`src/hdl/assert_macros.svh`:
```
// ----------------------------------------------------------------------------
// assert_macros.svh
// Concurrent assertion shorthands for the keypad lock RTL
// ----------------------------------------------------------------------------
`ifndef ASSERT_MACROS_SVH
`define ASSERT_MACROS_SVH

// same-cycle implication, checked outside reset
`define KCL_ASSERT_IMP(label, clk, rst, ante, cons, msg) \
   label: assert property (@(posedge clk) disable iff (rst) (ante) |-> (cons)) \
      else $error(msg);

// next-cycle implication, checked outside reset
`define KCL_ASSERT_NXT(label, clk, rst, ante, cons, msg) \
   label: assert property (@(posedge clk) disable iff (rst) (ante) |=> (cons)) \
      else $error(msg);

`endif

```
`src/hdl/kcl_pkg.sv`:
```
`timescale 1ns / 1ps
// ----------------------------------------------------------------------------
// kcl_pkg
// Shared types and constants of the keypad code lock
// ----------------------------------------------------------------------------
package kcl_pkg;

   // default code length and reset value of the attempt limit
   localparam int unsigned KCL_CODE_LENGTH  = 4;
   localparam logic [3:0]  KCL_ATTEMPTS_RST = 4'd3;

   // register index of the attempt limit
   localparam int unsigned REG_MAX_ATTEMPTS = 0;

   // result status codes
   typedef enum logic [3:0] {
      ST_IGNORED    = 4'd0,
      ST_OPEN       = 4'd1,
      ST_CHANGE     = 4'd2,
      ST_KEY        = 4'd3,
      ST_UNLOCKED   = 4'd4,
      ST_WRONG      = 4'd5,
      ST_ENTER_NEW  = 4'd6,
      ST_CHANGED    = 4'd7,
      ST_NOW_LOCKED = 4'd8,
      ST_LOCKED     = 4'd9
   } status_type;

   // one result beat
   typedef struct packed {
      status_type status;
      logic [1:0] key_value;
      logic [1:0] key_position;
      logic [3:0] attempts_left;
   } result_type;

endpackage

```
`src/hdl/kcl_csr.sv`:
```
`timescale 1ns / 1ps
// ----------------------------------------------------------------------------
// kcl_csr
// APB register file holding the attempt limit
// ----------------------------------------------------------------------------
module kcl_csr
   import kcl_pkg::*;
(
   input  logic        clock,
   input  logic        reset,
   input  logic        psel,
   input  logic        penable,
   input  logic        pwrite,
   input  logic [1:0]  paddr,
   input  logic [31:0] pwdata,
   output logic [31:0] prdata,
   output logic        pready,
   output logic [3:0]  max_attempts
);

   logic [3:0] max_attempts_ff;
   logic [3:0] max_attempts_in;
   logic       wr_en;

   // the only register sits at byte offset zero, low address bits are byte lanes
   assign wr_en = psel && penable && pwrite && (paddr[1:0] == 2'(REG_MAX_ATTEMPTS * 4));

   always_comb begin
      max_attempts_in = max_attempts_ff;
      if (wr_en) begin
         max_attempts_in = pwdata[3:0];
      end
   end

   always_ff @(posedge clock) begin
      if (reset) begin
         max_attempts_ff <= KCL_ATTEMPTS_RST;
      end else begin
         max_attempts_ff <= max_attempts_in;
      end
   end

   assign pready       = 1'b1;
   assign prdata       = {28'd0, max_attempts_ff};
   assign max_attempts = max_attempts_ff;

endmodule

```
`config.mk`:
```
export PLATFORM = sky130hd
export DESIGN_NAME = kcl_csr
export DESIGN_NICKNAME = d
export VERILOG_FILES = /design/src/hdl/assert_macros.svh /design/src/hdl/kcl_pkg.sv /design/src/hdl/kcl_csr.sv
export SDC_FILE = /design/constraint.sdc
export NUM_CORES = 1
export LEC_CHECK = 0
export ABC_AREA = 0
export ABC_CLOCK_PERIOD_IN_PS = 800
export BUFFER_PORTS_ARGS = -buffer_cell sky130_fd_sc_hd__buf_4
export CORE_MARGIN = 4
export CORE_UTILIZATION = 26
export DETAILED_ROUTE_END_ITERATION = 7
export GPL_ROUTABILITY_DRIVEN = 1
export PLACE_DENSITY = 0.77
export REMOVE_ABC_BUFFERS = 1
export SYNTH_ARGS = -nofsm -noshare
export SYNTH_HDL_FRONTEND = slang
export SYNTH_SLANG_ARGS = --single-unit
```
`constraint.sdc`:
```
create_clock -name clock -period 0.8 [get_ports clock]
set_input_delay 0 -clock clock [delete_from_list [all_inputs] [get_ports clock]]
set_output_delay 0 -clock clock [all_outputs]
set_load 0.01 [all_outputs]
```
Word level (Yosys, flattened, before mapping)
Cells that the tools add are included.
Operators by class
  reductions and logical operators: 4
Operator list (count)
  $logic_and A1 B1 Y1: 3
  $logic_not A2 Y1: 1
Word-level totals
  register bits: 4
  input port bits: 39
  output and inout bits: 37
  logic and storage cells: 5

Depth between registers and ports, before layout
Gate-level depths: netlist of run 1.
  depth in word-level cells: 3
  mapped depth: 4
  depth with buffers taken out: 3

Worst setup path after synthesis of run 1
Ideal clock, no wire load.
  kind: in2reg
  from: in paddr[1]
  to: reg max_attempts_ff[0], in the netlist max_attempts[0]
  setup time: 0.072 ns
  arrival time: 0.534 ns
  data required time: 0.728 ns
  path slack: 0.195 ns
  cell stages on the path: 4
  path buffers: 1
  cells stage by stage: nor2_1 and4_1 buf_6 mux2i_1
On the way
  word-level cells in the longest chain between the ends: 2
Ends and longest elaborated chain
  start: declaration: line kcl_csr.sv:14  | input logic [1:0] paddr,
  $logic_not A2 Y1: line kcl_csr.sv:26  | assign wr_en = psel && penable && pwrite && (paddr[1:0] == 2'(REG_MAX_ATTEMPTS * 4));
  $logic_and A1 B1 Y1: line kcl_csr.sv:26
  end signal: assignment: line kcl_csr.sv:39  | max_attempts_ff <= max_attempts_in;
  end: declaration: line kcl_csr.sv:21  | logic [3:0] max_attempts_ff;
No other way between the ends.
A chain may end at the register's enable or synchronous reset.

Worst setup path after layout of run 1
  from: reg max_attempts_ff[3], in the netlist max_attempts[3]
  to: out prdata[3]
RTL lines
  end: declaration: line kcl_csr.sv:16  | output logic [31:0] prdata,
No word-level cell between the ends.

==> impl_metrics.json, run 1 <==
{
  "outcome": "completed",
  "grt_overflow": 0,
  "largest_reg_flops": 4,
  "final_area_um2": 460.4,
  "coreArea_mm2": 0.001559,
  "pre_cts_ws_ns": -0.01155,
  "fmax_mhz": 1375,
  "hpwl_um": 660.1,
  "initial_core_util_pct": 28.17,
  "clk_latency_ns": 0.23,
  "postRouteAntennaNets": 0,
  "final_cell_mix": "conb_1, buf_4, nor2_1",
  "die-area_mm2": 0.002411,
  "hp-start": "pwdata[1]",
  "wl_per_cell_um": 9.202,
  "synthToLayoutAreaGrowth_pct": 4.843,
  "multiInputGateArea_um2": 201.4,
  "worstSetupEndpointType": "output pin",
  "critical-path-slowest-cell": "dfxtp_1",
  "clkTransAtPathRegs_ns": 0.04,
  "gp_congestion": 0.6461,
  "seq_area_um2": 81.33,
  "final_hold_viol_count": 0,
  "max_stage_delay_ns": 0.35,
  "period_share_pct": 90.88,
  "synth_seq_cells": 4,
  "io_buffers": 18,
  "cts_tree": "yes",
  "startpoint": "max_attempts[3]",
  "drv_slew": 0,
  "powerDensity_mw_per_mm2": 1291,
  "clockBufferDepth": 2,
  "place_area_um2": 436.7,
  "drt-initial-drc-count": 1,
  "vias": 275,
  "setup.worst_path.start_class": "register",
  "root_buffer": "clkbuf_4",
  "die_h_um": 49.10,
  "fill_cells": 169,
  "nNetsFinal": 109,
  "drc_errors": 0,
  "cp_cell_sequence": "buf_4",
  "grt_pass1_vias": 259,
  "grt_max_degree": 9,
  "numCtsBuffers": 3,
  "cp_top_family": "flip-flops",
  "antenna_found_initial": 0,
  "min_path_type": "input port to register",
  "maxCapViolations": 0,
  "syn_area_um2": 439.2,
  "arrival_ns": 0.73,
  "hold_buffers": 0,
  "setup_slack_ns": 0.07296,
  "r2r_start": "max_attempts[3]",
  "ios": 76,
  "required_ns": 0.80,
  "numClockSinks": 4,
  "dr.pass1.iters": 2,
  "final_common_cell": "conb_1",
  "dieWidth_um": 49.10,
  "ys_warn_count": 0,
  "finalNonFillerCells": 84,
  "critical_path_class": "register to output pin",
  "gr-usage-all-layers_pct": 7.170,
  "via_per_inst": 3.274,
  "fp-row-count": 14,
  "peakVddDrop_v": 0.0006041,
  "setup_viol": 0,
  "syn_area_per_cell_um2": 8.133,
  "dp.cells": 81,
  "period_needed_ns": 0.7270,
  "netlist_instances": 54,
  "power_leakage_nw": 0.2519,
  "cp_max_fo": 3,
  "yosysUniqueCellTypes": 8,
  "grt_setup_unrepaired": "no",
  "post-cts-setup-buffer-count": 0,
  "ys_seq_area_share_pct": 18.23,
  "fin_skew_ns": 0,
  "drive_gt1_share_pct": 32.35,
  "worst-path-buf-inv": 1,
  "grt_pass1_wl_um": 1221,
  "htreeDepth": 1,
  "n_antenna_cell": 0,
  "drt_wl_total_um": 773,
  "whs_ns": 0.02313
}
cells in the mapped netlist:
| cell | number | area, µm² |
|---|---|---|
| nor2_1 | 5 | 18.77 |
| dfxtp_1 | 4 | 80.08 |
| conb_1 | 2 | 7.510 |
| buf_4 | 33 | 247.7 |
| nand2b_1 | 4 | 25.02 |
| buf_6 | 1 | 11.26 |
| mux2i_1 | 4 | 40.04 |
| and4_1 | 1 | 8.760 |
layer usage:
layer  GRT usage, %  wire length, µm  up-vias
li1               -                -      132
met1          6.934              310      107
met2          10.49              291       36
met3          8.563              171        0
met4              0                0        0
met5              0                0        -
through the flow:
| stage | utilization (%) | power, mW | setup TNS (ns) |
|---|---|---|---|
| finish | 29.53 | 0.5943 | 0 |
| global route | 29.53 | 0.6482 | 0 |
| CTS | 29.45 | 0.6068 | 0 |
| detailed placement | 28.01 | 0.3336 | -0.03273 |
| global placement | 28.01 | 0.3324 | 0 |
| floorplan | - | 0.2828 | 0 |
path summary, 6_finish.rpt:
kind / end / slack, ns / depth (start not counted)
hold / removal: max_attempts[1] / 0.02 / 3
hold reg to reg: max_attempts[2] / 0.50 / 2
setup / recovery: prdata[3] / 0.07 / 1
setup reg to reg: max_attempts[3] / 0.18 / 2
what timing repair did:
action / in CTS / in global routing
endpoints found under the setup margin: 0 / 2
endpoints found under the hold margin: 0 / 0
resized for setup: 0 / 1
kinds of logic (layout without fill, tap and decap cells):
| family | Yosys count | in the layout | share of synthesized area [%] |
|---|---|---|---|
| buffers and inverters | 34 | 21 | 58.97 |
| flip-flops | 4 | 4 | 18.23 |
| multiplexers | 4 | 4 | 9.117 |
| other | 2 | 29 | 1.710 |
| AND/OR/NAND/NOR | 10 | 10 | 11.97 |
report_power, final:
part / switching (mW) / internal, mW / leakage [nW]
Clock: 0.0916 / 0.168 / 0.0138
Sequential: 0.00227 / 0.203 / 0.0319
Combinational: 0.0836 / 0.0453 / 0.206
Total: 0.177 / 0.417 / 0.252
worst reg2reg max path, delay by kind of cell, from the launching register on:
| family | cells | cell delay, ns |
|---|---|---|
| DFF | 1 | 0.35 |
| muxes | 1 | 0.12 |
| and+or+nand+nor | 1 | 0.07 |
final cells by class:
class	count	area share (%)
Timing Repair Buffer	18	29.35
Clock buffer	3	4.891
Multi-Input combinational cell	43	43.75
Tap cell	16	4.348
Sequential cell	4	17.66
Note: power is estimated with default switching activity, not from simulation.
==> run 2: changes to the inputs <==
==> constraint.sdc (replaced) <==
create_clock -name clock -period 0.8 [get_ports clock]
set_input_delay 0 -clock clock [delete_from_list [all_inputs] [get_ports clock]]
set_output_delay 0 -clock clock [all_outputs]
set_load 0.1 [all_outputs]
==> run 2 against run 1 <==
Hold slack gained 0.0026 ns; critical endpoint unchanged; sequential power shrank 4%; clock power barely moved; total power up 96%; global-route usage rose by 0.89 points; largest power group is now combinational logic; die area stayed put; critical path type unchanged; fmax fell by 8.5%; sequential cell count is the same; highest routed layer unchanged.
==> impl_metrics.json, run 2 (synthesis gave the netlist of run 1 again) <==
{
  "fmax_mhz": 1258,
  "final_cell_mix": "conb_1, buf_4, buf_12",
  "die-area_mm2": 0.002411,
  "min_path_type": "input port to register",
  "min_path_cells": 3,
  "cp_max_fo": 3,
  "cp_cell_sequence": "buf_12",
  "hold-path-endpoint": "max_attempts[1]",
  "drt-initial-drc-count": 4,
  "cp_top_family": "flip-flops",
  "gr-usage-all-layers_pct": 8.058,
  "max_stage_delay_ns": 0.38,
  "pre_cts_ws_ns": -0.01155,
  "clkTransAtPathRegs_ns": 0.04,
  "peakVddDrop_v": 0.0007135,
  "drc_errors": 0,
  "coreArea_mm2": 0.001559,
  "wl_per_cell_um": 10.04,
  "numCtsBuffers": 3,
  "fp-row-count": 14,
  "die_h_um": 49.10,
  "period_share_pct": 99.37,
  "largest_reg_flops": 4,
  "grt_overflow": 0,
  "setup_slack_ns": 0.005060,
  "clockBufferDepth": 2,
  "clk_latency_ns": 0.23,
  "final_util_pct": 37.32,
  "setup.worst_path.start_class": "register",
  "worstSetupEndpointType": "output pin",
  "final_common_cell": "conb_1",
  "power_leakage_nw": 0.2960,
  "root_buffer": "clkbuf_4",
  "cts_tree": "yes",
  "worst-path-buf-inv": 1,
  "finalNonFillerCells": 85,
  "n_antenna_cell": 0,
  "hp-start": "pwdata[1]",
  "gp_congestion": 0.6461,
  "io_buffers": 18,
  "place_area_um2": 436.7,
  "grt_max_degree": 9,
  "fin_skew_ns": 0,
  "final_hold_viol_count": 0,
  "initial_core_util_pct": 28.17,
  "final_area_um2": 581.8,
  "period_needed_ns": 0.7949,
  "dieWidth_um": 49.10,
  "r2r_cells": 3,
  "total_power_mw": 1.164,
  "critical-path-slowest-cell": "dfxtp_4",
  "via_per_inst": 3.306,
  "vias": 281,
  "antenna_found_initial": 0,
  "ios": 76,
  "grt_pass1_vias": 298,
  "setup_viol": 0,
  "powerDensity_mw_per_mm2": 2000,
  "outcome": "completed",
  "htreeDepth": 1,
  "hpwl_um": 660.1,
  "dp.cells": 81,
  "r2r-end": "max_attempts[3]",
  "grt_pass1_wl_um": 1386,
  "arrival_ns": 0.79,
  "nNetsFinal": 110,
  "drv_slew": 0,
  "maxCapViolations": 0,
  "grt_setup_unrepaired": "yes",
  "synthToLayoutAreaGrowth_pct": 32.48,
  "drt_wl_total_um": 853,
  "whs_ns": 0.02577,
  "setup_tns_ns": 0,
  "r2r_start": "max_attempts[3]",
  "r2r_slack_ns": 0.06,
  "required_ns": 0.80,
  "drive_gt1_share_pct": 37.68,
  "dr.pass1.iters": 3,
  "numClockSinks": 4,
  "postRouteAntennaNets": 0,
  "critical_path_class": "register to output pin",
  "hold_buffers": 0
}
run 2: cell count changes in the layout (fill, tap and decap cells not counted), sizes merged:
cell	previous run	this run
buf	18	19
run 2: layout make-up:
class / instances / area [µm²]
fill: 156 / 977.2
timing repair buffer: 19 / 242.7
multi-input combinational: 43 / 201.4
sequential: 4 / 95.09
clock buffer: 3 / 22.52
tap: 16 / 20.02
run 2: worst max path at each step:
stage | start | endpoint | slack (ns) | depth (start not counted)
after floorplan | max_attempts[0] | max_attempts[0] | -1.11 | 2
after global placement | paddr[1] | max_attempts[2] | 0.01 | 4
after detailed placement | paddr[1] | max_attempts[2] | -0.01 | 4
after CTS | max_attempts[1] | max_attempts[1] | -0.004 | 1
after global routing | max_attempts[1] | prdata[1] | -0.03 | 1
final | max_attempts[3] | prdata[3] | 0.005 | 1
run 2: per-layer routing:
metal | up-vias | part of all wire, % | GRT usage, %
li1 | 133 | - | -
met1 | 112 | 34 | 6.569
met2 | 36 | 42 | 12.95
met3 | 0 | 24 | 10.09
met4 | 0 | 0 | 0
met5 | - | 0 | 0
run 2: power breakdown:
part	total (mW)	leakage (nW)	internal (mW)	switching, mW
logic	0.708	0.248	0.0594	0.649
clock network	0.259	0.0138	0.168	0.0906
registers	0.196	0.0338	0.191	0.00504
total	1.16	0.296	0.419	0.745
run 2: timing repair:
item / CTS / global route
setup buffers: 1 / 0
setup endpoints to repair: 8 / 8
resized for setup: 32 / 0
==> run 3: changes to the inputs <==
--- a/config.mk
+++ b/config.mk
@@ -12,6 +12,7 @@
 export CORE_UTILIZATION = 26
 export DETAILED_ROUTE_END_ITERATION = 7
 export GPL_ROUTABILITY_DRIVEN = 1
+export MAX_ROUTING_LAYER = met4
 export PLACE_DENSITY = 0.77
 export REMOVE_ABC_BUFFERS = 1
 export SYNTH_ARGS = -nofsm -noshare
==> run 3 against run 2 <==
Via count unchanged; global-route usage increased by 0.22 points; hold slack is essentially flat; first-iteration DRC count did not move; fmax unchanged; die area stayed put; sequential power is essentially flat; design area did not move; count of clock-buffer cells in the layout is the same; clock skew stayed put; critical path type unchanged; critical endpoint unchanged.
==> impl_metrics.json, run 3 (synthesis gave the netlist of run 1 again) <==
{
  "clkPwrFrac_pct": 22.3,
  "dr.pass1.iters": 3,
  "power_leakage_nw": 0.2960,
  "startpoint": "max_attempts[3]",
  "comb_power_share_pct": 60.9,
  "numClockSinks": 4,
  "multiInputGateArea_um2": 201.4,
  "critical-path-slowest-cell": "dfxtp_4",
  "required_ns": 0.80,
  "total_power_mw": 1.164,
  "hold_buffers": 0,
  "setup.worst_path.start_class": "register",
  "initial_core_util_pct": 28.17,
  "cp_top_family": "flip-flops",
  "gr-usage-all-layers_pct": 8.279,
  "via_per_inst": 3.306,
  "p_seq_share_pct": 16.9,
  "fp-row-count": 14,
  "fin_skew_ns": 0,
  "worst-path-buf-inv": 1,
  "drt_wl_total_um": 852,
  "min_path_type": "input port to register",
  "setup_slack_ns": 0.005060,
  "period_share_pct": 99.37,
  "gp_congestion": 0.6518,
  "vias": 281,
  "cp_cell_sequence": "buf_12",
  "grt_overflow": 0,
  "grt_pass1_vias": 298,
  "max_stage_delay_ns": 0.38,
  "dieWidth_um": 49.10,
  "largest_reg_flops": 4,
  "seq_area_um2": 95.09,
  "whs_ns": 0.02576,
  "final_hold_viol_count": 0,
  "root_buffer": "clkbuf_4",
  "drv_slew": 0,
  "final_util_pct": 37.32,
  "p_int_mw": 0.4193,
  "worstSetupEndpointType": "output pin",
  "switching_share_pct": 63.97,
  "grt_pass1_wl_um": 1386,
  "outcome": "completed",
  "peakVddDrop_v": 0.0007136,
  "antenna_found_initial": 0,
  "drt-initial-drc-count": 4,
  "drive_gt1_share_pct": 37.68,
  "final_common_cell": "conb_1",
  "cp_max_fo": 3,
  "synthToLayoutAreaGrowth_pct": 32.48,
  "io_buffers": 18,
  "die_h_um": 49.10,
  "drc_errors": 0,
  "final_cell_mix": "conb_1, buf_4, buf_12",
  "grt_setup_unrepaired": "yes",
  "fmax_mhz": 1258,
  "clockBufferDepth": 2,
  "numCtsBuffers": 3,
  "coreArea_mm2": 0.001559,
  "fill_cells": 156,
  "hpwl_um": 660.1,
  "arrival_ns": 0.79,
  "nNetsFinal": 110,
  "p_sw_mw": 0.7445,
  "clk_latency_ns": 0.23,
  "die-area_mm2": 0.002411,
  "r2r_start": "max_attempts[3]",
  "grt_max_degree": 9,
  "period_needed_ns": 0.7949,
  "wl_per_cell_um": 10.02,
  "ios": 76,
  "critical_path_class": "register to output pin",
  "powerDensity_mw_per_mm2": 2000,
  "htreeDepth": 1,
  "postRouteAntennaNets": 0,
  "n_antenna_cell": 0,
  "pre_cts_ws_ns": -0.01155,
  "setup_viol": 0,
  "cts_tree": "yes",
  "clkTransAtPathRegs_ns": 0.04,
  "hp-start": "pwdata[1]",
  "maxCapViolations": 0
}
-- run 3: final cells by class --
class | count | area share [%]
clock buffer | 3 | 3.871
multi-input combinational | 43 | 34.62
sequential | 4 | 16.34
tap | 16 | 3.441
timing repair buffer | 19 | 41.72
-- run 3: metrics by stage --
stage	std cells	setup TNS (ns)	area, µm²
4_1_cts	85	-0.008255	581.8
6_report	85	0	581.8
5_1_grt	85	-0.1645	581.8
3_5_place_dp	81	-0.03273	436.7
2_1_floorplan	47	-10.56	281.5
3_3_place_gp	81	0	436.7
-- run 3: what timing repair did --
item	CTS	global route
pin swaps	0	0
gates resized for setup	32	0
buffers inserted	1	0
setup endpoints to repair	8	8
-- run 3: path summary, 6_finish.rpt --
kind	to	slack [ns]	cells past startpoint
worst min register to register	max_attempts[2]	0.53	2
worst max-delay path	prdata[3]	0.005	1
worst min-delay path	max_attempts[1]	0.03	3
worst max register to register	max_attempts[3]	0.06	3
-- run 3: power groups by stage --
stage / registers, mW / logic, mW / clock network, mW
global placement: 0.208 / 0.688 / 0
global route: 0.197 / 0.721 / 0.301
floorplan: 0.246 / 0.601 / 0
CTS: 0.196 / 0.704 / 0.276
detailed placement: 0.209 / 0.689 / 0
finish: 0.196 / 0.708 / 0.259
-- run 3: metal layers --
layer / track usage, % / share of wire (%) / routed length (µm) / up-vias
met5: - / 0 / 0 / -
met4: 0 / 0 / 0 / 0
met3: 9.174 / 23 / 195 / 0
met2: 12.95 / 42 / 358 / 36
met1: 7.117 / 35 / 298 / 112
li1: - / - / - / 133
