<file path="src/hdl/assert_macros.svh">
// ----------------------------------------------------------------------------
// assert_macros.svh
// Concurrent assertion shorthands for the keypad lock RTL
// ----------------------------------------------------------------------------
`ifndef ASSERT_MACROS_SVH
`define ASSERT_MACROS_SVH

// same-cycle implication, checked outside reset
`define KCL_ASSERT_IMP(label, clk, rst, ante, cons, msg) \
   label: assert property (@(posedge clk) disable iff (rst) (ante) |-> (cons)) \
      else $error(msg);

// next-cycle implication, checked outside reset
`define KCL_ASSERT_NXT(label, clk, rst, ante, cons, msg) \
   label: assert property (@(posedge clk) disable iff (rst) (ante) |=> (cons)) \
      else $error(msg);

`endif

</file>
<file path="src/hdl/kcl_pkg.sv">
`timescale 1ns / 1ps
// ----------------------------------------------------------------------------
// kcl_pkg
// Shared types and constants of the keypad code lock
// ----------------------------------------------------------------------------
package kcl_pkg;

   // default code length and reset value of the attempt limit
   localparam int unsigned KCL_CODE_LENGTH  = 4;
   localparam logic [3:0]  KCL_ATTEMPTS_RST = 4'd3;

   // register index of the attempt limit
   localparam int unsigned REG_MAX_ATTEMPTS = 0;

   // result status codes
   typedef enum logic [3:0] {
      ST_IGNORED    = 4'd0,
      ST_OPEN       = 4'd1,
      ST_CHANGE     = 4'd2,
      ST_KEY        = 4'd3,
      ST_UNLOCKED   = 4'd4,
      ST_WRONG      = 4'd5,
      ST_ENTER_NEW  = 4'd6,
      ST_CHANGED    = 4'd7,
      ST_NOW_LOCKED = 4'd8,
      ST_LOCKED     = 4'd9
   } status_type;

   // one result beat
   typedef struct packed {
      status_type status;
      logic [1:0] key_value;
      logic [1:0] key_position;
      logic [3:0] attempts_left;
   } result_type;

endpackage

</file>
<file path="src/hdl/kcl_lock_fsm.sv">
`timescale 1ns / 1ps
// ----------------------------------------------------------------------------
// kcl_lock_fsm
// Lock state, code storage and the per-beat decision logic
// ----------------------------------------------------------------------------
module kcl_lock_fsm
   import kcl_pkg::*;
#(
   parameter int unsigned CODE_LENGTH = KCL_CODE_LENGTH
)(
   input  logic       clock,
   input  logic       reset,
   input  logic       step,
   input  logic [3:0] buttons,
   input  logic [3:0] max_attempts,
   output result_type result
);

   localparam int unsigned IDX_W = (CODE_LENGTH > 1) ? $clog2(CODE_LENGTH) : 1;

   typedef enum logic [1:0] {
      PH_IDLE   = 2'd0,
      PH_ENTRY  = 2'd1,
      PH_LOCKED = 2'd2
   } phase_type;

   typedef enum logic [1:0] {
      MODE_OPEN   = 2'd0,
      MODE_VERIFY = 2'd1,
      MODE_NEW    = 2'd2
   } mode_type;

   phase_type        phase_ff, phase_in;
   mode_type         mode_ff, mode_in;
   logic [IDX_W-1:0] idx_ff, idx_in;
   logic [3:0]       attempts_ff, attempts_in;
   logic [1:0]       stored_ff  [CODE_LENGTH];
   logic [1:0]       stored_in  [CODE_LENGTH];
   logic [1:0]       entered_ff [CODE_LENGTH];
   logic [1:0]       entered_in [CODE_LENGTH];
   logic [1:0]       key_now;
   logic [CODE_LENGTH-1:0] eq;
   logic             match;

   // highest pressed button wins
   function automatic logic [1:0] top_key(input logic [3:0] mask);
      logic [1:0] k;
      if (mask[3])      k = 2'd3;
      else if (mask[2]) k = 2'd2;
      else if (mask[1]) k = 2'd1;
      else              k = 2'd0;
      return k;
   endfunction

   assign key_now = top_key(buttons);

   // entry-wise compare, entered view already carries this beat's key
   always_comb begin
      for (int i = 0; i < CODE_LENGTH; i++) begin
         eq[i] = (((IDX_W'(i) == idx_ff) ? key_now : entered_ff[i]) == stored_ff[i]);
      end
   end
   assign match = &eq;

   // next state and result of the beat in the input register
   always_comb begin
      phase_in    = phase_ff;
      mode_in     = mode_ff;
      idx_in      = idx_ff;
      attempts_in = attempts_ff;
      stored_in   = stored_ff;
      entered_in  = entered_ff;
      result      = '{status: ST_IGNORED, key_value: 2'd0, key_position: 2'd0,
                      attempts_left: 4'd0};
      case (phase_ff)
         PH_LOCKED: begin
            result.status = ST_LOCKED;
         end
         PH_ENTRY: begin
            if (buttons != 4'd0) begin
               result.key_value    = key_now;
               result.key_position = 2'(idx_ff);
               result.status       = ST_KEY;
               if (mode_ff == MODE_NEW) stored_in[idx_ff] = key_now;
               else                     entered_in[idx_ff] = key_now;
               if (idx_ff != IDX_W'(CODE_LENGTH - 1)) begin
                  idx_in = idx_ff + IDX_W'(1);
               end else begin
                  idx_in = '0;
                  if (mode_ff == MODE_NEW) begin
                     mode_in       = MODE_OPEN;
                     phase_in      = PH_IDLE;
                     result.status = ST_CHANGED;
                  end else if (match) begin
                     attempts_in = max_attempts;
                     if (mode_ff == MODE_VERIFY) begin
                        mode_in       = MODE_NEW;
                        result.status = ST_ENTER_NEW;
                     end else begin
                        phase_in      = PH_IDLE;
                        result.status = ST_UNLOCKED;
                     end
                  end else begin
                     if (attempts_ff != 4'd0) attempts_in = attempts_ff - 4'd1;
                     mode_in = MODE_OPEN;
                     if (attempts_in == 4'd0) begin
                        phase_in      = PH_LOCKED;
                        result.status = ST_NOW_LOCKED;
                     end else begin
                        phase_in      = PH_IDLE;
                        result.status = ST_WRONG;
                     end
                  end
               end
            end
         end
         default: begin
            // idle: open entry has priority over code change
            if (buttons[3] && buttons[0]) begin
               phase_in      = PH_ENTRY;
               mode_in       = MODE_OPEN;
               idx_in        = '0;
               result.status = ST_OPEN;
            end else if (buttons[2] && buttons[1]) begin
               phase_in      = PH_ENTRY;
               mode_in       = MODE_VERIFY;
               idx_in        = '0;
               result.status = ST_CHANGE;
            end else begin
               phase_in = PH_IDLE;
            end
         end
      endcase
      result.attempts_left = attempts_in;
   end

   // control state and stored code
   always_ff @(posedge clock) begin
      if (reset) begin
         phase_ff    <= PH_IDLE;
         mode_ff     <= MODE_OPEN;
         idx_ff      <= '0;
         attempts_ff <= KCL_ATTEMPTS_RST;
         for (int i = 0; i < CODE_LENGTH; i++) begin
            stored_ff[i] <= 2'(i);
         end
      end else if (step) begin
         phase_ff    <= phase_in;
         mode_ff     <= mode_in;
         idx_ff      <= idx_in;
         attempts_ff <= attempts_in;
         stored_ff   <= stored_in;
      end
   end

   // entered code, written before it is ever compared
   always_ff @(posedge clock) begin
      if (step) begin
         entered_ff <= entered_in;
      end
   end

endmodule

</file>
<file path="config.mk">
export PLATFORM = sky130hd
export DESIGN_NAME = kcl_lock_fsm
export DESIGN_NICKNAME = d
export VERILOG_FILES = /design/src/hdl/assert_macros.svh /design/src/hdl/kcl_pkg.sv /design/src/hdl/kcl_lock_fsm.sv
export SDC_FILE = /design/constraint.sdc
export NUM_CORES = 1
export LEC_CHECK = 0
export ABC_AREA = 1
export BUFFER_PORTS_ARGS = -buffer_cell sky130_fd_sc_hd__clkbuf_2
export CORE_ASPECT_RATIO = 0.8
export CORE_MARGIN = 4
export CORE_UTILIZATION = 45
export CTS_CLUSTER_SIZE = 10
export DETAILED_ROUTE_END_ITERATION = 8
export PLACE_DENSITY = 0.75
export SYNTH_ARGS = -nofsm -noshare
export SYNTH_HDL_FRONTEND = slang
export SYNTH_SLANG_ARGS = --single-unit
</file>
<file path="constraint.sdc">
create_clock -name clock -period 1.7 [get_ports clock]
set_input_delay 0 -clock clock [delete_from_list [all_inputs] [get_ports clock]]
set_output_delay 0 -clock clock [all_outputs]
set_load 0.005 [all_outputs]
</file>
-- After elaboration in Yosys (flattened, before gate mapping)
Cells that the tools add are included.
- flip-flop bits (word level): 26
- input bits: 11
- output and inout port bits: 12
- logic and storage cells: 103
- $add $sub $neg: 2
- $lt $le $gt $ge: 2
- equal/unequal tests: 16
- mux-type cells: 54
- bitwise gates (word level): 3
- reduce and logical (&&, ||, !) cells: 14
- operators by type and width (cell ; count):
    $mux 4 ; 16
    $mux 2 ; 27
    $bwmux 8 ; 2
    $reduce_and 4->1 ; 4
    $pmux 2 s2 ; 3
    $eq 2x2->1 ; 4
    $mux 8 ; 1
    $ne 4x4->1 const B ; 2
    $pmux 4 s2 ; 1
    $reduce_bool 4->1 ; 2
    $ne 2x2->1 const B ; 3
    $reduce_and 6->1 ; 1
    $reduce_and 5->1 ; 1
    $demux 2 s2 ; 1
    $eq 2x1->1 const B ; 2
    $eq 2x2->1 const A ; 2
    $eq 2x2->1 const B ; 2
    $logic_not 4->1 ; 1
    $sub 4x1->4 const B ; 1
    $ge 3x3->1 const B ; 1
    $logic_and 1x1->1 ; 3
    $lt 3x1->1 const B ; 1
    $mux 1 ; 3
    $not 2->3 ; 1
    other kinds (5) ; 6

-- Depth between registers and ports, before layout
Gate-level depths: netlist of the first run.
- depth after elaboration: 18
- mapped depth: 16
- gate-level depth less buffers: 16

-- Least setup slack after synthesis of the first run
OpenSTA, ideal clock, no wires.
- path type: register to register
- start point: register idx_ff[0]
- end point: register phase_ff[0]
- library setup time: 115 ps
- arrival time: 1742 ps
- data required time: 1585 ps
- setup slack: -157 ps
- stages on the path, launching flop included: 12
- buffers on the path: 0
- period minus slack after synthesis: 1857 ps
- path through: dfxtp_1 inv_1 ha_1 or2_2 nand3_1 nand3_1 nor2_4 nand2_4 nor2_4 nand2_2 a21oi_1 nor2_1
- word-level cells in the longest chain between the ends: 9
- elaborated cells on any way between the ends: 22
- classes of those cells: 10 x eq/ne; 9 x mux; 3 x reduce/logical
- RTL lines (item ; line ; source):
    from (decl) ; kcl_lock_fsm.sv:35 ; logic [IDX_W-1:0] idx_ff, idx_in;
    from (signal assigned) ; kcl_lock_fsm.sv:150 ; idx_ff <= idx_in;
    $eq 1x2->1, or another cell as far along ; kcl_lock_fsm.sv:60 ; eq[i] = (((IDX_W'(i) == idx_ff) ? key_now : entered_ff[i]) == stored_ff[i]);
    $mux 2 ; kcl_lock_fsm.sv:60 ;
    $eq 2x2->1 ; kcl_lock_fsm.sv:60 ;
    $reduce_and 4->1 ; kcl_lock_fsm.sv:63 ; assign match = &eq;
    $mux 2 ; kcl_lock_fsm.sv:94 ; end else if (match) begin
    $mux 2 ; kcl_lock_fsm.sv:90 ; if (mode_ff == MODE_NEW) begin
    $mux 2 ; kcl_lock_fsm.sv:86 ; if (idx_ff != IDX_W'(CODE_LENGTH - 1)) begin
    $mux 2 ; kcl_lock_fsm.sv:80 ; if (buttons != 4'd0) begin
    $pmux 2 s2 ; kcl_lock_fsm.sv:75 ; case (phase_ff)
    to (signal assigned) ; kcl_lock_fsm.sv:148 ; phase_ff <= phase_in;
    to (decl) ; kcl_lock_fsm.sv:33 ; phase_type phase_ff, phase_in;
Several ways; a longest one is shown, not always the timed one. The select of a mux whose other input is x is not followed.
A chain may end at the register's enable or synchronous reset.

==> results of run 1 <==
[report_power, final]
part / internal [mW] / switching [mW]
registers: 0.663 / 0.0185
logic: 0.181 / 0.257
clock network: 0.168 / 0.191
total: 1.01 / 0.466
[state kept, by name, summed over array words and instances, names as in the netlist]
name         count
entered_ff       8
stored_ff        8
attempts_ff      4
idx_ff           2
mode_ff          2
phase_ff         2
[layer usage]
layer  share of wire  global-route usage  vias to the layer above
li1                -                   -                      953
met3           0.048              0.0292                        4
met5               0                   0                        -
met4          0.0069              0.0524                        0
met2            0.46               0.309                       43
met1            0.49               0.268                      810
[logic make-up after synthesis]
group,Yosys count,synth area share
buffers and inverters,43,0.0912
adders and majority gates,7,0.0487
and+or+nand+nor,145,0.404
DFF,26,0.334
xor gates and xnor gates,2,0.00974
AOI/OAI and AO/OA,38,0.112
[layout by cell type, fill, tap and decap left out, types with 2 or more instances in the layout]
cell,netlist,routed
inv_1,37,33
o21ai_1,3,10
xor2_1,2,2
nand4_1,3,3
clkbuf_8,0,3
dfxtp_2,0,2
or2_2,4,2
nand2_2,5,6
or2_1,3,2
nand2_4,1,2
dfxtp_1,18,14
or2_4,0,3
inv_2,4,6
o21ai_0,10,3
a21oi_1,20,16
nor2_4,6,7
nor2_2,1,2
inv_4,1,2
buf_4,0,26
nand3_2,2,8
buf_2,0,5
clkbuf_2,0,17
nor2_1,22,20
nand2_1,61,60
nand3_1,29,23
edfxtp_1,8,8
a21oi_2,0,4
dfxtp_4,0,2
ha_1,7,3
ha_4,0,3
nor3_2,2,2
nand3b_1,4,4
[critical path, cell delays in order, from the launching register on]
cell     delay (ps)
dfxtp_4         400
inv_6            50
ha_4            160
or2_4           240
nand2_1          60
nand2_1          50
nand2_1          70
nand2_2          70
nor2_4          160
nand2_2         110
o21ai_1         140
nand3_1         110
o31ai_2          70
buf_2           150
[final timing paths]
check                                  start      endpoint  slack (ps)  cells after the start
worst min register to register  stored_ff[6]  stored_ff[6]         490                      2
worst max-delay path               idx_ff[1]     result[9]        -420                     13
worst min-delay path                   reset     idx_ff[1]          60                      2
worst max register to register     idx_ff[1]   phase_ff[0]        -280                     15
[stage by stage]
stage	setup slack, ps	TNS, ps	instance area, um^2
after floorplan	-46.4	-83.6	1880
after global placement	-140	-1170	2220
after detailed placement	-221	-1730	2220
after CTS	-373	-4340	2280
after global routing	-556	-7110	2370
final	-416	-4470	2370
[layout make-up]
class / instances / area [um^2] / area share
Timing Repair Buffer: 49 / 317 / 0.134
Sequential cell: 26 / 611 / 0.258
Clock buffer: 4 / 45.0 / 0.0190
Inverter: 42 / 168 / 0.0708
Tap cell: 55 / 68.8 / 0.0291
Multi-Input combinational cell: 193 / 1160 / 0.490
[what timing repair did]
| action | 4_1_cts | 5_1_grt |
|---|---|---|
| gates resized for setup | 2 | 30 |
| hold endpoints to repair | 0 | 0 |
| gates cloned | 0 | 1 |
| setup endpoints to repair | 16 | 30 |
| setup buffers | 3 | 2 |
| hold buffers | 0 | 0 |
| pin swaps | 4 | 11 |
==> metrics.md, run 1 <==
| Metric | Value |
|---|---|
| Critical path arrival | `2120 ps` |
| H-tree depth | `1` |
| Placed Cells | `about 360` |
| Layout Utilization | `0.619` |
| Share of cells above drive strength 1 | `0.344` |
| Post-route minimum period | `approximately 2100 ps` |
| DR WL/cell | `12.2 um` |
| Final hold vios | `0` |
| Hold WC Path Type | `in -> reg` |
| Worst-path maximum fanout | `4` |
| Fillers | `roughly 370` |
| Drt initial violations | `roughly 130` |
| Worst slew margin | `0.725` |
| Die X | `~80 um` |
| PortBufs | `22` |
| Largest net degree at the start of global routing | `15` |
| Final period utilization | `1.24` |
| Nets | `about 330` |
| Total track usage | `0.192` |
| Max VDD drop | `approximately 0.5 mV` |
| Final setup viols | `16` |
| N_diodes | `0` |
| Crit Path Category | `reg -> out` |
| Avg Cell Area, Syn | `approximately 6.9 um^2` |
| Outcome | `finished with violations` |
| Root Driver | `clkbuf_8` |
| Cell Area, Synth | `between 1500 and 2000 um^2` |
| Non-filler instance count after layout | `approximately 370` |
| Antenna Nets Post-Route | `0` |
| Residual DRC | `0` |
| Area Overhead vs Synth | `31.7%` |
| Synth async-reset ratio | `0` |
| Final worst setup slack | `-416 ps` |
| Top_reg_cell synth | `dfxtp_1` |
| #FFs+latches synth | `26` |
| Area leader, netlist | `dfxtp_1` |
| Drt total wl | `4.49 mm` |
| Static Leak | `between 1 and 1.5 nW` |
| RSZ-0062 raised after global routing | `true` |
| Total Power | `between 1 and 1.5 mW` |
| Count leader, synth | `nand2_1` |
| Yosys top cell area share | `0.200` |
| Vias in the first global route | `1764` |
| CP required | `about 1700 ps` |
| YS warnings | `0` |
| Dpl hpwl | `between 3 and 4 mm` |
| Initial antenna violation count | `0` |
| Grt ovf | `0` |
| CTS Sinks | `26` |
| Failing checks | `negative setup slack` |
| Die height | `between 60 and 70 um` |
| Post-synthesis cell count | `about 260` |
| First-pass DRT Iterations | `4` |
| Die area | `roughly 5000 um^2` |
| Top cells by area, synth | `dfxtp_1, edfxtp_1, nand2_1` |
| Worst-margin pin slew | `411 ps` |
| Row count | `20` |
| Maxcap violations | `0` |
| Yosys cell types | `31` |
| Clock buffer depth | `2` |
| First-pass GRT wire length | `between 7 and 8 mm` |
| Pwr Density | `around 620 nW/um^2` |
| Initial core utilization | `0.470` |
| Fmax | `473 MHz` |
| Placer Congestion | `0.869` |
| Startpoint types | `flip-flop` |
| Num CTS Buffers | `3` |
| Worst setup skew after layout | `5.85 ps` |
| Core area | `between 3000 and 4000 um^2` |
| Commonest cells post-synth | `nand2_1, inv_1, nand3_1` |
| CTS tree | `done` |
| Mapped Nets | `approximately 280` |
| Via count | `1810` |
| Clock transition at path regs | `80 ps` |
| Critical Path End Type | `output port` |
| Final count of pins violating max slew | `0` |
| Via-to-Cell Ratio | `about 4.9` |
| Clk_lat worst skew | `roughly 270 ps` |
| EDFF count, synth | `8` |
| Post-synthesis sequential area ratio | `0.334` |
| # IOs | `23` |
| Hold WS | `62.5 ps` |
No activity file was read; power rests on OpenSTA's default activity.
==> run 2, diff against run 1 <==
--- a/config.mk
+++ b/config.mk
@@ -12,7 +12,7 @@
 export CORE_UTILIZATION = 45
 export CTS_CLUSTER_SIZE = 10
 export DETAILED_ROUTE_END_ITERATION = 8
-export PLACE_DENSITY = 0.75
+export PLACE_DENSITY = 0.73
 export SYNTH_ARGS = -nofsm -noshare
 export SYNTH_HDL_FRONTEND = slang
 export SYNTH_SLANG_ARGS = --single-unit
==> constraint.sdc (replaced) <==
create_clock -name clock -period 2.25 [get_ports clock]
set_input_delay 0 -clock clock [delete_from_list [all_inputs] [get_ports clock]]
set_output_delay 0 -clock clock [all_outputs]
set_load 0.005 [all_outputs]
==> metrics.md, run 2 (synthesis gave the netlist of run 1 again) <==
| Metric | Value |
|---|---|
| Final setup viols | `6 (-10)` |
| Core area | `3830 um^2 (unchanged)` |
| Final hold vios | `0 (unchanged)` |
| First-pass DRT Iterations | `4 (unchanged)` |
| Outcome | `finished with violations` |
| Final period utilization | `1.03` |
| Critical path arrival | `2320 ps (+200 ps)` |
| Worst setup skew after layout | `4.73 ps (-1.12 ps)` |
| Clk_lat worst skew | `280 ps (about the same)` |
| Vias in the first global route | `1552 (-12%)` |
| Failing checks | `negative setup slack` |
| Final worst setup slack | `-68.4 ps (+347 ps)` |
| Startpoint types | `flip-flop` |
| Area Overhead vs Synth | `23.8%` |
| Reg2Reg Depth | `12 (-3)` |
| H-tree depth | `1 (unchanged)` |
| Startpoint of the worst hold path | `step` |
| Placer Congestion | `0.837 (-3.6%)` |
| Clock buffer depth | `2 (unchanged)` |
| TNS Setup | `-221 ps (+4250 ps)` |
| Share of cells above drive strength 1 | `0.285 (-0.0592)` |
| Clock transition at path regs | `100 ps (+20 ps)` |
| Most frequent CP cell | `nand2_2` |
| RSZ-0062 raised after global routing | `true` |
| Highest-count cells in the layout ignoring fill and taps | `nand2_1, inv_1, nand3_1` |
| Antenna Nets Post-Route | `0 (unchanged)` |
| PortBufs | `22 (unchanged)` |
| Largest net degree at the start of global routing | `16 (+1)` |
| Die X | `78.7 um (unchanged)` |
| CP required | `2250 ps (+550 ps)` |
| Final count of pins violating max slew | `0 (unchanged)` |
| Worst-path maximum fanout | `5 (+1)` |
| Layout Utilization | `0.581 (-0.0373)` |
| Fmax | `431 MHz` |
| First-pass GRT wire length | `7.05 mm (-10%)` |
| Maxcap violations | `0 (unchanged)` |
| # IOs | `23 (unchanged)` |
| Final instance area | `2230 um^2 (-6.0%)` |
| Largest regs | `entered_ff: 8 flops, stored_ff: 8 flops, attempts_ff: 4 flops` |
| Hold WC Path Type | `in -> reg` |
| Initial antenna violation count | `0 (unchanged)` |
| Die height | `64.5 um (unchanged)` |
| Initial core utilization | `0.470 (unchanged)` |
| Drt initial violations | `192 (+51%)` |
| Commonest non-fill, non-tap cell in the layout | `nand2_1` |
| Delay of the slowest critical-path stage | `380 ps (-20 ps)` |
| Hold Path Stages | `3 (+1)` |
| Num CTS Buffers | `3 (unchanged)` |
| FF-to-FF Start | `idx_ff[0]` |
| Worst slew margin | `0.706 (-0.0196)` |
| Register-to-Register Setup Slack | `90 ps (+370 ps)` |
| Static Leak | `1.05 nW (-8.2%)` |
| Total track usage | `0.171 (-0.0207)` |
| Worst-margin pin slew | `439 ps (+28.6 ps)` |
| Residual DRC | `0 (unchanged)` |
| Critical Path End Type | `output port` |
| Multi-input gate area | `1140 um^2 (-1.9%)` |
| Root Driver | `clkbuf_8` |
| Worst R2R End | `phase_ff[1]` |
| CP max-delay cell | `dfxtp_4` |
| Nets | `314 (-5.7%)` |
| Dpl cell area | `1980 um^2 (-11%)` |
| CTS Sinks | `26 (unchanged)` |
| Pwr Density | `539 nW/um^2 (-14%)` |
| Drt total wl | `4.55 mm (+1.4%)` |
| CP Cell Sequence | `clkinvlp_4 -> ha_4 -> or2_2 -> nand3_1 -> nand3_2 -> nor2_4 -> nand2_4 -> nand2_2 -> nand2_2 -> a21oi_2 -> o21ai_1 -> buf_2` |
| Hold Buf Count CTS | `0 (unchanged)` |
| Grt ovf | `0 (unchanged)` |
| Die area | `5080 um^2 (unchanged)` |
| Row count | `20 (unchanged)` |
| Via-to-Cell Ratio | `5.15 (+4.9%)` |
| CTS tree | `done` |
| Fillers | `362 (-1.4%)` |
| Register area | `608 um^2 (-0.41%)` |
| Crit Path Category | `reg -> out` |
| N_diodes | `0 (unchanged)` |
| Worst hold endpoint | `attempts_ff[0]` |
| Max VDD drop | `0.275 mV (-45%)` |
| DR WL/cell | `13.0 um (+6.9%)` |
| Dpl hpwl | `3.25 mm (-6.6%)` |
| Post-route minimum period | `about 2300 ps` |
| Via count | `1801 (-0.50%)` |
run 2: cell types whose count changed in the layout (fill, tap and decap cells not counted), moves of 2 or more:
cell,before,now
buf_4,26,7
nand2_1,60,54
nand2_2,6,12
nand3_1,23,28
nand3_2,8,3
o21ai_1,10,5
o21ai_0,3,7
a21oi_1,16,18
a21oi_2,4,2
dfxtp_1,14,16
dfxtp_2,2,0
run 2: per-layer routing:
| layer | track usage | wire length, um | share of wire | vias to the layer above |
|---|---|---|---|---|
| met4 | 0.0393 | 64 | 0.014 | 0 |
| li1 | - | - | - | 919 |
| met5 | 0 | 0 | 0 | - |
| met3 | 0.0375 | 302 | 0.066 | 8 |
| met1 | 0.241 | 2110 | 0.46 | 808 |
| met2 | 0.268 | 2070 | 0.46 | 66 |
run 2: cell type report:
type / instances / share of cell area
Timing Repair Buffer: 30 / 0.0781
Tap cell: 55 / 0.0309
Sequential cell: 26 / 0.273
Clock inverter: 1 / 0.0135
Multi-Input combinational cell: 193 / 0.511
Clock buffer: 3 / 0.0185
Inverter: 42 / 0.0748
run 2: worst max path at each step:
stage	startpoint	to	slack, ps	cells past startpoint
6_report	idx_ff[0]	result[8]	-70	12
2_1_floorplan	idx_ff[0]	phase_ff[0]	390	11
4_1_cts	idx_ff[0]	result[9]	-3	13
3_3_place_gp	idx_ff[0]	result[9]	160	13
3_5_place_dp	idx_ff[0]	result[9]	140	13
5_1_grt	idx_ff[0]	result[8]	-210	12
run 2: timing repair:
action,in CTS,in global routing
buffers inserted,1,6
gates resized for setup,5,37
gates cloned,0,1
setup endpoints to repair,8,8
pin swaps,1,15
run 2: power by group:
part           internal, mW  total, mW  leakage (nW)  switching, mW
registers             0.500      0.514         0.220         0.0137
clock network         0.238      0.396        0.0357          0.158
logic                 0.109      0.290         0.793          0.180
total                 0.848       1.20          1.05          0.352
run 2: per-stage QoR:
step                hold slack (ps)  power, mW  cells  setup slack, ps
finish                         30.4       1.20    350            -68.4
global route                   54.4       1.27    350             -212
CTS                            24.8       1.17    343            -3.28
detailed placement              319      0.775    338              136
global placement                323      0.773    338              161
floorplan                       123      0.699    261              393
run 2: critical path, delay by kind of cell (launching register included):
family	cells	cell delay, ps
adder cells (fa/ha/maj)	1	210
buffers and inverters	2	270
AO/OA/AOI/OAI	2	200
AND/OR/NAND/NOR	7	970
flip-flops	1	380
